$ cat src/sv/osbt_pkg.sv
// ============================================================================
// osbt_pkg
// Shared widths, codes and types of the object start boundary table.
// ============================================================================
package osbt_pkg;

    localparam int OPCODE_W    = 1;
    localparam int START_W     = 17;
    localparam int END_W       = 18;
    localparam int CARD_W      = 11;
    localparam int NEXT_W      = 12;
    localparam int FIRST_W     = 17;
    localparam int CODE_W      = 8;
    localparam int EXP_W       = CODE_W - 1;
    localparam int DIST_MAX    = 127;
    localparam int QUEUE_DEPTH = 2;

    typedef enum logic [OPCODE_W-1:0] {
        OP_RECORD = 1'b0,
        OP_QUERY  = 1'b1
    } t_opcode;

    // classified request handed from the front end to the back end
    typedef struct packed {
        logic              is_query;
        logic [CARD_W-1:0] card;
        logic              card_ok;
        logic [END_W-1:0]  obj_end;
        logic [CODE_W-1:0] first_code;
    } t_cmd;

    typedef struct packed {
        logic [NEXT_W-1:0]  next_card_index;
        logic [FIRST_W-1:0] first_object_start;
    } t_rsp;

    typedef enum logic [1:0] {
        ST_IDLE,
        ST_FILL,
        ST_WALK,
        ST_PUSH
    } t_state;

    // back-jump code -(e+1) in two's complement
    function automatic logic [CODE_W-1:0] jump_code(input logic [EXP_W-1:0] e);
        return ~{1'b0, e};
    endfunction

endpackage

$ cat src/sv/osbt_queue.sv
// ============================================================================
// osbt_queue
// Short request queue between the front end and the back end.
// ============================================================================
module osbt_queue import osbt_pkg::*; (
    input  logic i_clk,
    input  logic i_rst_n,
    input  logic i_push,
    input  t_cmd i_data,
    input  logic i_pop,
    output t_cmd o_data,
    output logic o_full,
    output logic o_empty
);

    localparam int PW  = (QUEUE_DEPTH > 1) ? $clog2(QUEUE_DEPTH) : 1;
    localparam int CNW = $clog2(QUEUE_DEPTH + 1);

    t_cmd           r_slot [QUEUE_DEPTH];
    logic [PW-1:0]  r_wr_ptr;
    logic [PW-1:0]  r_rd_ptr;
    logic [CNW-1:0] r_count;

    always_ff @(posedge i_clk) begin
        if (!i_rst_n) begin
            r_wr_ptr <= '0;
            r_rd_ptr <= '0;
            r_count  <= '0;
        end else begin
            if (i_push) begin
                r_wr_ptr <= (r_wr_ptr == PW'(QUEUE_DEPTH - 1)) ? '0 : r_wr_ptr + PW'(1);
            end
            if (i_pop) begin
                r_rd_ptr <= (r_rd_ptr == PW'(QUEUE_DEPTH - 1)) ? '0 : r_rd_ptr + PW'(1);
            end
            case ({i_push, i_pop})
                2'b10:   r_count <= r_count + CNW'(1);
                2'b01:   r_count <= r_count - CNW'(1);
                default: r_count <= r_count;
            endcase
        end
    end

    always_ff @(posedge i_clk) begin
        if (i_push) begin
            r_slot[r_wr_ptr] <= i_data;
        end
    end

    assign o_data  = r_slot[r_rd_ptr];
    assign o_full  = (r_count == CNW'(QUEUE_DEPTH));
    assign o_empty = (r_count == '0);

endmodule

$ cat config.mk
export PLATFORM = sky130hd
export DESIGN_NAME = osbt_queue
export DESIGN_NICKNAME = d
export VERILOG_FILES = /design/src/sv/osbt_pkg.sv /design/src/sv/osbt_queue.sv
export SDC_FILE = /design/constraint.sdc
export NUM_CORES = 1
export LEC_CHECK = 0
export BUFFER_PORTS_ARGS = -buffer_cell sky130_fd_sc_hd__buf_2
export CORE_MARGIN = 1.5
export CORE_UTILIZATION = 40
export CTS_BUF_LIST = sky130_fd_sc_hd__clkbuf_4 sky130_fd_sc_hd__clkbuf_8
export CTS_CLUSTER_DIAMETER = 30
export DETAILED_ROUTE_END_ITERATION = 10
export PLACE_DENSITY = 0.69
export REMOVE_ABC_BUFFERS = 1
export SYNTH_ARGS = -nofsm -noshare
export SYNTH_HDL_FRONTEND = slang
export SYNTH_SLANG_ARGS = --single-unit
$ cat constraint.sdc
create_clock -name i_clk -period 4.1 [get_ports i_clk]
set_clock_uncertainty 0.05 [all_clocks]
set_input_delay 0.615 -clock i_clk [delete_from_list [all_inputs] [get_ports i_clk]]
set_output_delay 0.615 -clock i_clk [all_outputs]
set_load 0.01 [all_outputs]
==> qor.yml <==
global_routing:
  grt_start_max_net_pins: 41
  grt.total_usage_pct: 13.2
  grt_pass1_wl_mm: 7.85
  grt_antenna_before_repair: 0
  grt-ovfl-total: 0
  grt_pass1_vias: 1612
cells_and_area:
  drive_above_1_share_pct: 59.1
  final_core_utilization_pct: 51.2
  areaGrowthSynthToFinish_pct: 23.6
  fin_nets: 277
  antenna_cells: 0
  stdcell_area_sq_mm: 0.00373
job:
  cap_violations: 0
pwr:
  p_per_area_mw_per_mm2: 464
  p_leak_nw: 1.39
  ir_worst_vdd_v: 0.000201
  power_mw: 1.73
logic_synthesis:
  yosys.area.top_type: "edfxtp_1"
  ys_warn_count: 0
  synth.area.top_cells: "edfxtp_1 78%, mux2_2 15%, dfxtp_1 3.3%"
  netlist_instances: 143
  syn_avg_cell_area_sq_um: 21.1
  netlist_area_sq_mm: 0.00302
  synth_top_area_share_pct: 77.5
  ys_ff_latch: 83
  yosysSeqAreaShare_pct: 80.9
  yosysUniqueCellTypes: 17
clocking:
  cts_root_buf: "clkbuf_8"
  cts_buffers: 9
  cts.path.max_buffers: 2
  cts_hold_buf: 0
  cts_tree: "yes"
  htree_levels: 3
  post-cts-setup-buffers: 0
  insertion_delay_ns: 0.35
  path_clk_slew_ns: 0.08
  cts_sinks: 83
  cts.repair.resized: 0
timing:
  hold_viol: 0
  worst_hold_slack_ns: 0.398
  worstMarginPinSlew_ns: 1.15
  rsz0062_at_grt: "no"
  finalSetupViolCount: 0
  maxSlewViolCount: 0
  finalCriticalPeriod_ns: 2.55
  finalSetupTns_ns: 0
  fin_crit_sh_pct: 62.2
  max_freq_mhz: 392
  slew_headroom_pct: 23.1
worst_setup_path:
  critical_path_class: "flop to output port"
  cp.required_ns: 3.43
  startpoint_type: "flop"
  arrival_ns: 1.88
  worstPathMaxFanout: 39
  cp-end-kind: "output port"
outcome:
  outcome: "complete, no violations"
die:
  io_pins: 84
  dieHeight_um: 89.9
  dieWidth_um: 89.9
  fp.coreArea_sq_mm: 0.00729
  rows: 31
  fp.dieArea_sq_mm: 0.00808
  initial_core_util_pct: 41.4
drt:
  routed_wl_mm: 4.87
  vias: 1567
  drc_errors: 0
  drtIter0Drc: 40
  wl_per_cell_um: 14.5
  dr.pass1.iters: 4
  ant_nets: 0
  viasPerCell: 4.66
place:
  routabilityCongestion: 0.659
  dp_hpwl_mm: 3.01
  io_buffer_count: 83
  place_area_sq_mm: 0.00355
worst_hold_path:
  hold_path_class: "primary input to flop"
[Yosys cell counts (all sizes together)]
cell	n
or3	1
nor2	2
inv	1
xor2	1
a21boi	1
o21a	1
buf	4
and2b	1
edfxtp	78
ha	1
and2	4
mux2	39
nor2b	1
o21ai	1
dfxtp	5
xnor2	2
[worst max-delay path, stage by stage, from the launching register on]
cell and delay [ns]:
dfxtp_2 0.97, mux2_2 0.43, buf_2 0.14
[cell usage in the layout, fill, tap and decap left out, types with 2 or more instances in the layout]
cell / synthesis / layout
mux2_2: 39 / 39
xnor2_1: 2 / 2
edfxtp_1: 78 / 78
dfxtp_1: 5 / 4
clkbuf_8: 0 / 9
and2_1: 4 / 3
buf_2: 3 / 83
[cell families after synthesis]
group,share of synthesized area (%)
AOI/OAI and AO/OA,0.663
xor gates and xnor gates,0.870
adders and majority gates,0.414
buffers and inverters,0.870
DFF,80.9
muxes,14.5
and+or+nand+nor,1.78
[metrics by stage]
stage	setup WS [ns]	cells
final	1.55	336
after global routing	1.40	336
after CTS	1.51	336
after detailed placement	1.89	321
after global placement	1.89	321
after floorplan	1.27	139
[power breakdown]
group / total (mW) / switching (mW) / internal [mW]
registers: 1.00 / 0.0268 / 0.977
logic: 0.174 / 0.0819 / 0.0916
clock network: 0.555 / 0.272 / 0.283
[worst paths after layout]
check             start      endpoint  slack, ns  cells after the start
max reg2reg    r_wr_ptr  r_slot[0][9]       2.41                      1
min reg2reg  r_count[1]    r_count[1]       0.45                      2
max                flop    o_data[31]       1.55                      2
min           i_data[2]  r_slot[1][2]       0.40                      1
[flip-flops by register name (all words and copies together) (netlist names), named ones only]
signal and count:
r_count 2, r_rd_ptr 1, r_slot 78, r_wr_ptr 1
[per-layer routing]
layer | up-vias | GRT usage [%] | part of all wire [%]
met4 | 0 | 6.35 | 2.0
met2 | 67 | 19.6 | 46
li1 | 735 | - | -
met3 | 11 | 5.33 | 7.8
met1 | 754 | 16.8 | 45
met5 | - | 0 | 0
[layout make-up]
class / instances / area (sq um)
clock buffer: 10 / 131
clock inverter: 5 / 55.1
fill: 649 / 3560
inverter: 1 / 3.75
multi-input combinational: 55 / 561
sequential: 83 / 2440
tap: 99 / 124
timing repair buffer: 83 / 415
Note: power is estimated with default switching activity, not from simulation.
