`src/sv/osbt_pkg.sv`:
```
// ============================================================================
// osbt_pkg
// Shared widths, codes and types of the object start boundary table.
// ============================================================================
package osbt_pkg;

    localparam int OPCODE_W    = 1;
    localparam int START_W     = 17;
    localparam int END_W       = 18;
    localparam int CARD_W      = 11;
    localparam int NEXT_W      = 12;
    localparam int FIRST_W     = 17;
    localparam int CODE_W      = 8;
    localparam int EXP_W       = CODE_W - 1;
    localparam int DIST_MAX    = 127;
    localparam int QUEUE_DEPTH = 2;

    typedef enum logic [OPCODE_W-1:0] {
        OP_RECORD = 1'b0,
        OP_QUERY  = 1'b1
    } t_opcode;

    // classified request handed from the front end to the back end
    typedef struct packed {
        logic              is_query;
        logic [CARD_W-1:0] card;
        logic              card_ok;
        logic [END_W-1:0]  obj_end;
        logic [CODE_W-1:0] first_code;
    } t_cmd;

    typedef struct packed {
        logic [NEXT_W-1:0]  next_card_index;
        logic [FIRST_W-1:0] first_object_start;
    } t_rsp;

    typedef enum logic [1:0] {
        ST_IDLE,
        ST_FILL,
        ST_WALK,
        ST_PUSH
    } t_state;

    // back-jump code -(e+1) in two's complement
    function automatic logic [CODE_W-1:0] jump_code(input logic [EXP_W-1:0] e);
        return ~{1'b0, e};
    endfunction

endpackage

```
`src/sv/osbt_if.sv`:
```
// ============================================================================
// osbt_req_if / osbt_rsp_if
// Valid/ready channels carrying table requests and their results.
// ============================================================================
interface osbt_req_if import osbt_pkg::*; ();
    logic                valid;
    logic                ready;
    logic [OPCODE_W-1:0] opcode;
    logic [START_W-1:0]  object_start;
    logic [END_W-1:0]    object_end;
    logic [CARD_W-1:0]   card_index;

    modport source (output valid, output opcode, output object_start,
                    output object_end, output card_index, input ready);
    modport sink   (input valid, input opcode, input object_start,
                    input object_end, input card_index, output ready);
endinterface


```
`src/sv/osbt_front.sv`:
```
// ============================================================================
// osbt_front
// Accepts requests and classifies them; computes the first boundary code.
// ============================================================================
module osbt_front import osbt_pkg::*; #(
    parameter int NUM_CARDS      = 2048,
    parameter int LOG_CARD_WORDS = 6
) (
    osbt_req_if.sink   i_req,
    input  logic       i_full,
    output logic       o_push,
    output t_cmd       o_cmd
);

    logic [END_W-1:0]  bnd;
    logic [END_W-1:0]  start;
    logic [END_W-1:0]  gap;
    logic [CODE_W-1:0] first_dist;

    always_comb begin
        bnd   = END_W'(i_req.card_index) << LOG_CARD_WORDS;
        start = END_W'(i_req.object_start);
        gap   = bnd - start;
        // start past the boundary stores zero; long gaps saturate
        if (bnd < start) begin
            first_dist = '0;
        end else if (gap > END_W'(DIST_MAX)) begin
            first_dist = CODE_W'(DIST_MAX);
        end else begin
            first_dist = gap[CODE_W-1:0];
        end
    end

    assign o_cmd.is_query   = (i_req.opcode == OP_QUERY);
    assign o_cmd.card       = i_req.card_index;
    assign o_cmd.card_ok    = (32'(i_req.card_index) < NUM_CARDS);
    assign o_cmd.obj_end    = i_req.object_end;
    assign o_cmd.first_code = first_dist;

    assign i_req.ready = !i_full;
    assign o_push      = i_req.valid && !i_full;

endmodule

```
`src/flat_wrapper.sv`:
```
// flat-port wrapper written by rule: the top's interface ports become plain ports
module osbt_front_flat import osbt_pkg::*;
#(
    parameter int NUM_CARDS      = 2048,
    parameter int LOG_CARD_WORDS = 6
)
  (i_full, o_push, o_cmd, i_req_valid, i_req_opcode, i_req_object_start, i_req_object_end, i_req_card_index, i_req_ready);
  osbt_req_if i_req_i ();
  input  logic i_full;
  output logic o_push;
  output t_cmd o_cmd;
  input wire logic [$bits(i_req_i.valid)-1:0] i_req_valid;
  input wire logic [$bits(i_req_i.opcode)-1:0] i_req_opcode;
  input wire logic [$bits(i_req_i.object_start)-1:0] i_req_object_start;
  input wire logic [$bits(i_req_i.object_end)-1:0] i_req_object_end;
  input wire logic [$bits(i_req_i.card_index)-1:0] i_req_card_index;
  output wire logic [$bits(i_req_i.ready)-1:0] i_req_ready;
  assign i_req_i.valid = i_req_valid;
  assign i_req_i.opcode = i_req_opcode;
  assign i_req_i.object_start = i_req_object_start;
  assign i_req_i.object_end = i_req_object_end;
  assign i_req_i.card_index = i_req_card_index;
  assign i_req_ready = i_req_i.ready;
  osbt_front #(.NUM_CARDS(NUM_CARDS), .LOG_CARD_WORDS(LOG_CARD_WORDS)) u_core (.i_req(i_req_i), .i_full(i_full), .o_push(o_push), .o_cmd(o_cmd));
endmodule
```
`config.mk`:
```
export PLATFORM = sky130hd
export DESIGN_NAME = osbt_front_flat
export DESIGN_NICKNAME = d
export VERILOG_FILES = /design/src/sv/osbt_pkg.sv /design/src/sv/osbt_if.sv /design/src/sv/osbt_front.sv /design/src/flat_wrapper.sv
export SDC_FILE = /design/constraint.sdc
export NUM_CORES = 1
export LEC_CHECK = 0
export ABC_AREA = 1
export BUFFER_PORTS_ARGS = -buffer_cell sky130_fd_sc_hd__buf_4
export CAP_MARGIN = 20
export CORE_MARGIN = 4
export CORE_UTILIZATION = 30
export DETAILED_ROUTE_END_ITERATION = 12
export SLEW_MARGIN = 15
export SYNTH_ARGS = -nofsm -noshare
export SYNTH_HDL_FRONTEND = slang
export SYNTH_SLANG_ARGS = --single-unit
```
`constraint.sdc`:
```
create_clock -name vclk -period 3.8
set_input_delay 1.14 -clock vclk [all_inputs]
set_output_delay 1.14 -clock vclk [all_outputs]
set_load 0.02 [all_outputs]
```
==> out/results.ini, run 1 <==
[timing]
tns_ns = -0.4137
slew_viol_final = 0
max_freq_mhz = 257.9
fin_ws_ns = -0.07707
setup_viol = 7
fin_crit_ns = 3.877
finalCritPeriodShare_pct = 102.0
rsz0062_at_grt = true
hold_viol_final = 0
whs_ns = 2.280

[critical_path]
worstPathMaxFanout = 7
crit_required_ns = 2.66
cpPeakStageDelay_ns = 0.26
crit_top_cell = nand2_1
critPathLaunchType = input port
critical-path-top-delay-family = simple AND/OR/NAND/NOR gates
critical_path.endpoint_type = output pin
cp_slowest_cell = ha_4
cp_cell_sequence = buf_6 > inv_4 > ha_4 > nand2_2 > nand2_4 > nand2_1 > inv_1 > nor2_2 > nand3_1 > nand2_1 > nand3_2 > nor2_4 > nand4_1 > nand2_1 > inv_2 > buf_6
arrival_ns = 2.74
worst-setup-path-type = input port to output pin
crit_buf_inv = 5

[grt]
grt-ovfl-total = 0
grt_pass1_wl_um = 6603
grt_pass1_vias = 1575
grt_use_total_pct = 12.67
antenna_found_initial = 0
grt_max_degree = 8

[power_and_ir_drop]
leakage_nw = 1.252
p_per_area_mw_per_mm2 = 160.5
ir_drop_v = 0.00006653
total_power_uw = 375.2

[placed_design]
place_congestion = 0.8693
place_ws_ns = -0.2742
placed_cell_area_mm2 = 0.001769
dp_cells = 361
numPortBuffers = 50
hpwl_um = 3018

[yosys]
synth_cells = 268
synth.cell_area_mm2 = 0.001396
synth.distinct_cells = 19
synth_nets = 329
ys_seq_area_share_pct = 0
syn_area_per_cell_um2 = 5.210
yosys_warnings = 0

[floorplanning]
die_area_mm2 = 0.005810
io-pin-count = 90
core_area_mm2 = 0.004444
start_util_pct = 31.42
fp.dieH_um = 76.23
rows = 24
die_x_um = 76.23

[outcome]
violations = negative setup slack
status = finished, violations left

[detailed_routing]
avgRoutedWirePerCell_um = 10.88
via_per_inst = 4.492
final_antenna_net_count = 0
drc = 0
routed_wl_um = 3959
drt_pass1_iterations = 4
num_vias = 1635
drtIter0Drc = 24

[finish]
design.seq.count = 0
seqCellArea_um2 = 0
postLayoutCellArea_mm2 = 0.002337
syn2layout_area_growth_pct = 67.38
layoutNonFillerInstCount = 364
fin_util_pct = 52.59
drive_gt1_share_pct = 59.62
layout.nets = 375
n_antenna_cell = 0
filler_cell_count = 428
final.clkbuf_count = 0

[worst_hold_path]
hp-class = input port to output pin

[run]
maxCapViolCount = 0

[clocking]
hold_buffers = 0

-- layout by cell type, fill, tap and decap left out --
cell,netlist,layout
nand2_4,0,13
nand4_1,8,8
nand3_2,2,10
inv_1,57,40
ha_4,0,10
nand2_1,76,42
o21ai_2,0,1
buf_4,32,55
nand2_8,0,1
a21oi_1,8,4
nor2_4,5,11
inv_4,0,7
nor3_2,0,1
nor2_2,4,7
nand3_4,0,2
xor2_1,5,5
ha_2,0,2
nand3_1,23,13
conb_1,2,2
nand2_2,5,25
a31oi_2,0,1
a21oi_4,0,1
buf_6,0,21
nor2_1,20,11
inv_2,5,15
a21oi_2,0,3
a21o_1,1,1
-- cell families (layout without fill, tap and decap cells) --
logic type | Yosys count | count (layout) | share of synthesized area (%)
AO/OA/AOI/OAI | 11 | 11 | 4.212
XOR/XNOR | 5 | 5 | 3.136
adder cells (fa/ha/maj) | 12 | 12 | 10.75
buffers and inverters | 94 | 138 | 33.87
other | 2 | 2 | 0.5378
AND/OR/NAND/NOR | 144 | 144 | 47.49
-- per-layer routing --
| layer | vias up | track usage [%] | routed length (µm) |
|---|---|---|---|
| met3 | 4 | 1.418 | 187 |
| met5 | - | 0 | 0 |
| met1 | 727 | 15.35 | 1647 |
| met2 | 35 | 24.60 | 2113 |
| met4 | 0 | 0.9058 | 11 |
| li1 | 869 | - | - |
-- final timing paths --
check	start	depth (start not counted)	to
worst max-delay path	i_req_object_start[7]	16	o_cmd[5]
worst min-delay path	i_req_object_end[4]	0	o_cmd[12]
-- final cells by class --
type,instances,area [µm²],area share (%)
Multi-Input combinational cell,174,1373,58.73
Timing Repair Buffer,76,649.4,27.78
Inverter,62,250.2,10.71
Tap cell,52,65.06,2.784
-- power breakdown --
group	total [mW]	switching, mW	internal [mW]
Combinational	0.375	0.203	0.172
Clock	0	0	0
Sequential	0	0	0
Total	0.375	0.203	0.172
-- cell usage after synthesis --
cell type | instances | area share, %
a31oi_1 | 1 | 0.45
nand3_2 | 2 | 1.4
buf_4 | 32 | 17
nand3_1 | 23 | 8.2
conb_1 | 2 | 0.54
nand2_2 | 5 | 2.2
a21o_1 | 1 | 0.54
nor3_1 | 1 | 0.36
nand4_1 | 8 | 3.6
xor2_1 | 5 | 3.1
ha_1 | 12 | 11
inv_1 | 57 | 15
nor2_1 | 20 | 5.4
inv_2 | 5 | 1.3
nor2_2 | 4 | 1.8
o21ai_0 | 1 | 0.36
nand2_1 | 76 | 20
nor2_4 | 5 | 4.0
a21oi_1 | 8 | 2.9
-- repair_timing --
action                                  CTS  global route
pin swaps                                57            45
endpoints found under the setup margin    7             7
resized for setup                        84            59
buffers inserted                          2             1
No activity file was read; power rests on OpenSTA's default activity.
==> run 2: changes to the inputs <==
--- a/config.mk
+++ b/config.mk
@@ -6,11 +6,11 @@
 export NUM_CORES = 1
 export LEC_CHECK = 0
 export ABC_AREA = 1
-export BUFFER_PORTS_ARGS = -buffer_cell sky130_fd_sc_hd__buf_4
 export CAP_MARGIN = 20
 export CORE_MARGIN = 4
 export CORE_UTILIZATION = 30
 export DETAILED_ROUTE_END_ITERATION = 12
+export DONT_BUFFER_PORTS = 1
 export SLEW_MARGIN = 15
 export SYNTH_ARGS = -nofsm -noshare
 export SYNTH_HDL_FRONTEND = slang
==> run 2 against run 1 <==
The run now ends clean. Routed wire length down 13%. Combinational power down 30%. Sequential share of layout area unchanged. Hold slack unchanged. Critical path depth down 3. Global-route usage down 2.2 points. Fmax up 3.7%. Via count down 13%. Die area unchanged. Critical path type unchanged. Sequential cell count unchanged. Count of clock-buffer cells in the layout unchanged. Highest routed layer unchanged.
==> out/results.ini, run 2 (synthesis results as in run 1) <==
[grt]
grt_max_degree = 8  ; unchanged
grt_pass1_vias = 1317  ; -16%
grt-ovfl-total = 0  ; unchanged
antenna_found_initial = 0  ; unchanged
grt_use_total_pct = 10.43  ; -2.2 points
grt_pass1_wl_um = 5457  ; -17%

[timing]
setup_viol = 0  ; -7
fin_crit_ns = 3.740  ; -0.1370 ns
tns_ns = 0  ; +0.4137 ns
hold_viol_final = 0  ; unchanged
max_freq_mhz = 267.4  ; +3.7%
finalCritPeriodShare_pct = 98.42  ; -3.6 points
slew_viol_final = 0  ; unchanged
rsz0062_at_grt = true

[placed_design]
numPortBuffers = 0  ; -100%
dp_cells = 300  ; -17%
hpwl_um = 2767  ; -8.3%
place_congestion = 0.8665  ; -0.32%

[critical_path]
arrival_ns = 2.60  ; -0.14 ns
worst-setup-path-type = input port to output pin
critical-path-top-delay-family = simple AND/OR/NAND/NOR gates
worstPathMaxFanout = 7  ; unchanged
cp_num_cells = 13  ; -3
crit_buf_inv = 4  ; -1
cpPeakStageDelay_ns = 0.29  ; +0.03 ns
cp_slowest_cell = ha_4
critPathLaunchType = input port
cp_cell_sequence = inv_8 > ha_4 > nand2_4 > buf_6 > nor2_4 > buf_6 > nand3_2 > nand3_2 > nand2_2 > nor2_4 > nand4_1 > nand2_1 > inv_2
critical_path.endpoint_type = output pin
crit_required_ns = 2.66  ; about the same

[worst_hold_path]
whs_path_depth = 0  ; unchanged
hp-class = input port to output pin

[floorplanning]
die_x_um = 76.23  ; unchanged
io-pin-count = 90  ; unchanged
die_area_mm2 = 0.005810  ; unchanged
rows = 24  ; unchanged
fp.dieH_um = 76.23  ; unchanged
core_area_mm2 = 0.004444  ; unchanged
start_util_pct = 31.42  ; unchanged

[detailed_routing]
avgRoutedWirePerCell_um = 11.28  ; +3.7%
routed_wl_um = 3429  ; -13%
via_per_inst = 4.678  ; +4.1%
drc = 0  ; unchanged
drtIter0Drc = 66  ; +180%
drt_pass1_iterations = 5  ; +1
final_antenna_net_count = 0  ; unchanged
num_vias = 1422  ; -13%

[finish]
layoutNonFillerInstCount = 304  ; -16%
final.clkbuf_count = 0  ; unchanged
seqCellArea_um2 = 0  ; unchanged
layout.nets = 315  ; -16%
drive_gt1_share_pct = 43.25  ; -16 points
n_antenna_cell = 0  ; unchanged
fin_util_pct = 37.78  ; -15 points
final_cell_mix = 47 x nand2_1, 44 x inv_1, 26 x nand2_2
design.seq.count = 0  ; unchanged
syn2layout_area_growth_pct = 20.25
final_common_cell = nand2_1

[power_and_ir_drop]
p_per_area_mw_per_mm2 = 156.1  ; -2.8%
ir_drop_v = 0.00005058  ; -24%
leakage_nw = 0.9072  ; -28%

[outcome]
status = completed

[run]
maxCapViolCount = 0  ; unchanged

[clocking]
hold_buffers = 0  ; unchanged

## run 2: cell types whose count changed in the layout (fill, tap and decap cells not counted), moves of 5 or more
cell and delta:
buf_4 -41, nand2_4 -5, inv_4 -6, buf_6 -19, nor2_4 -5, nand2_1 +5
## run 2: per-stage QoR
stage / hold slack [ns] / area (µm²) / worst slack, ns / power [mW]
2_1_floorplan: 2.357 / 1396 / 0.1315 / 0.2020
5_1_grt: 2.280 / 1679 / -0.05769 / 0.2899
4_1_cts: 2.280 / 1403 / 0.003315 / 0.2138
3_3_place_gp: 2.280 / 1311 / -0.07058 / 0.1987
3_5_place_dp: 2.280 / 1311 / -0.1069 / 0.1999
6_report: 2.280 / 1679 / 0.05991 / 0.2620
## run 2: metal layers
| layer | global-route usage (%) | share of wire, % | routed length [µm] | vias up |
|---|---|---|---|---|
| li1 | - | - | - | 750 |
| met1 | 13.03 | 42 | 1449 | 628 |
| met2 | 20.04 | 52 | 1776 | 40 |
| met3 | 0.9456 | 5.4 | 184 | 4 |
| met4 | 0.5435 | 0.52 | 18 | 0 |
| met5 | 0 | 0 | 0 | - |
## run 2: area by class of cell
type | count | area (µm²)
fillers | 477 | 2765
repair buffers | 16 | 127.6
inverters | 62 | 242.7
well taps | 52 | 65.06
multi-input cells | 174 | 1244
## run 2: final timing paths
kind	start	endpoint	slack, ns
setup / recovery	i_req_object_start[9]	o_cmd[1]	0.06
hold / removal	i_req_object_end[4]	o_cmd[12]	2.28
## run 2: timing repair
| action | 4_1_cts | 5_1_grt |
|---|---|---|
| pin swaps | 3 | 37 |
| hold endpoints to repair | 0 | 0 |
| resized for setup | 9 | 82 |
| setup buffers | 0 | 4 |
| endpoints found under the setup margin | 7 | 7 |
## run 2: where the power goes
group | leakage [nW] | internal (mW) | total (mW) | switching, mW
Combinational | 0.907 | 0.104 | 0.262 | 0.158
Sequential | 0 | 0 | 0 | 0
Clock | 0 | 0 | 0 | 0
Total | 0.907 | 0.104 | 0.262 | 0.158
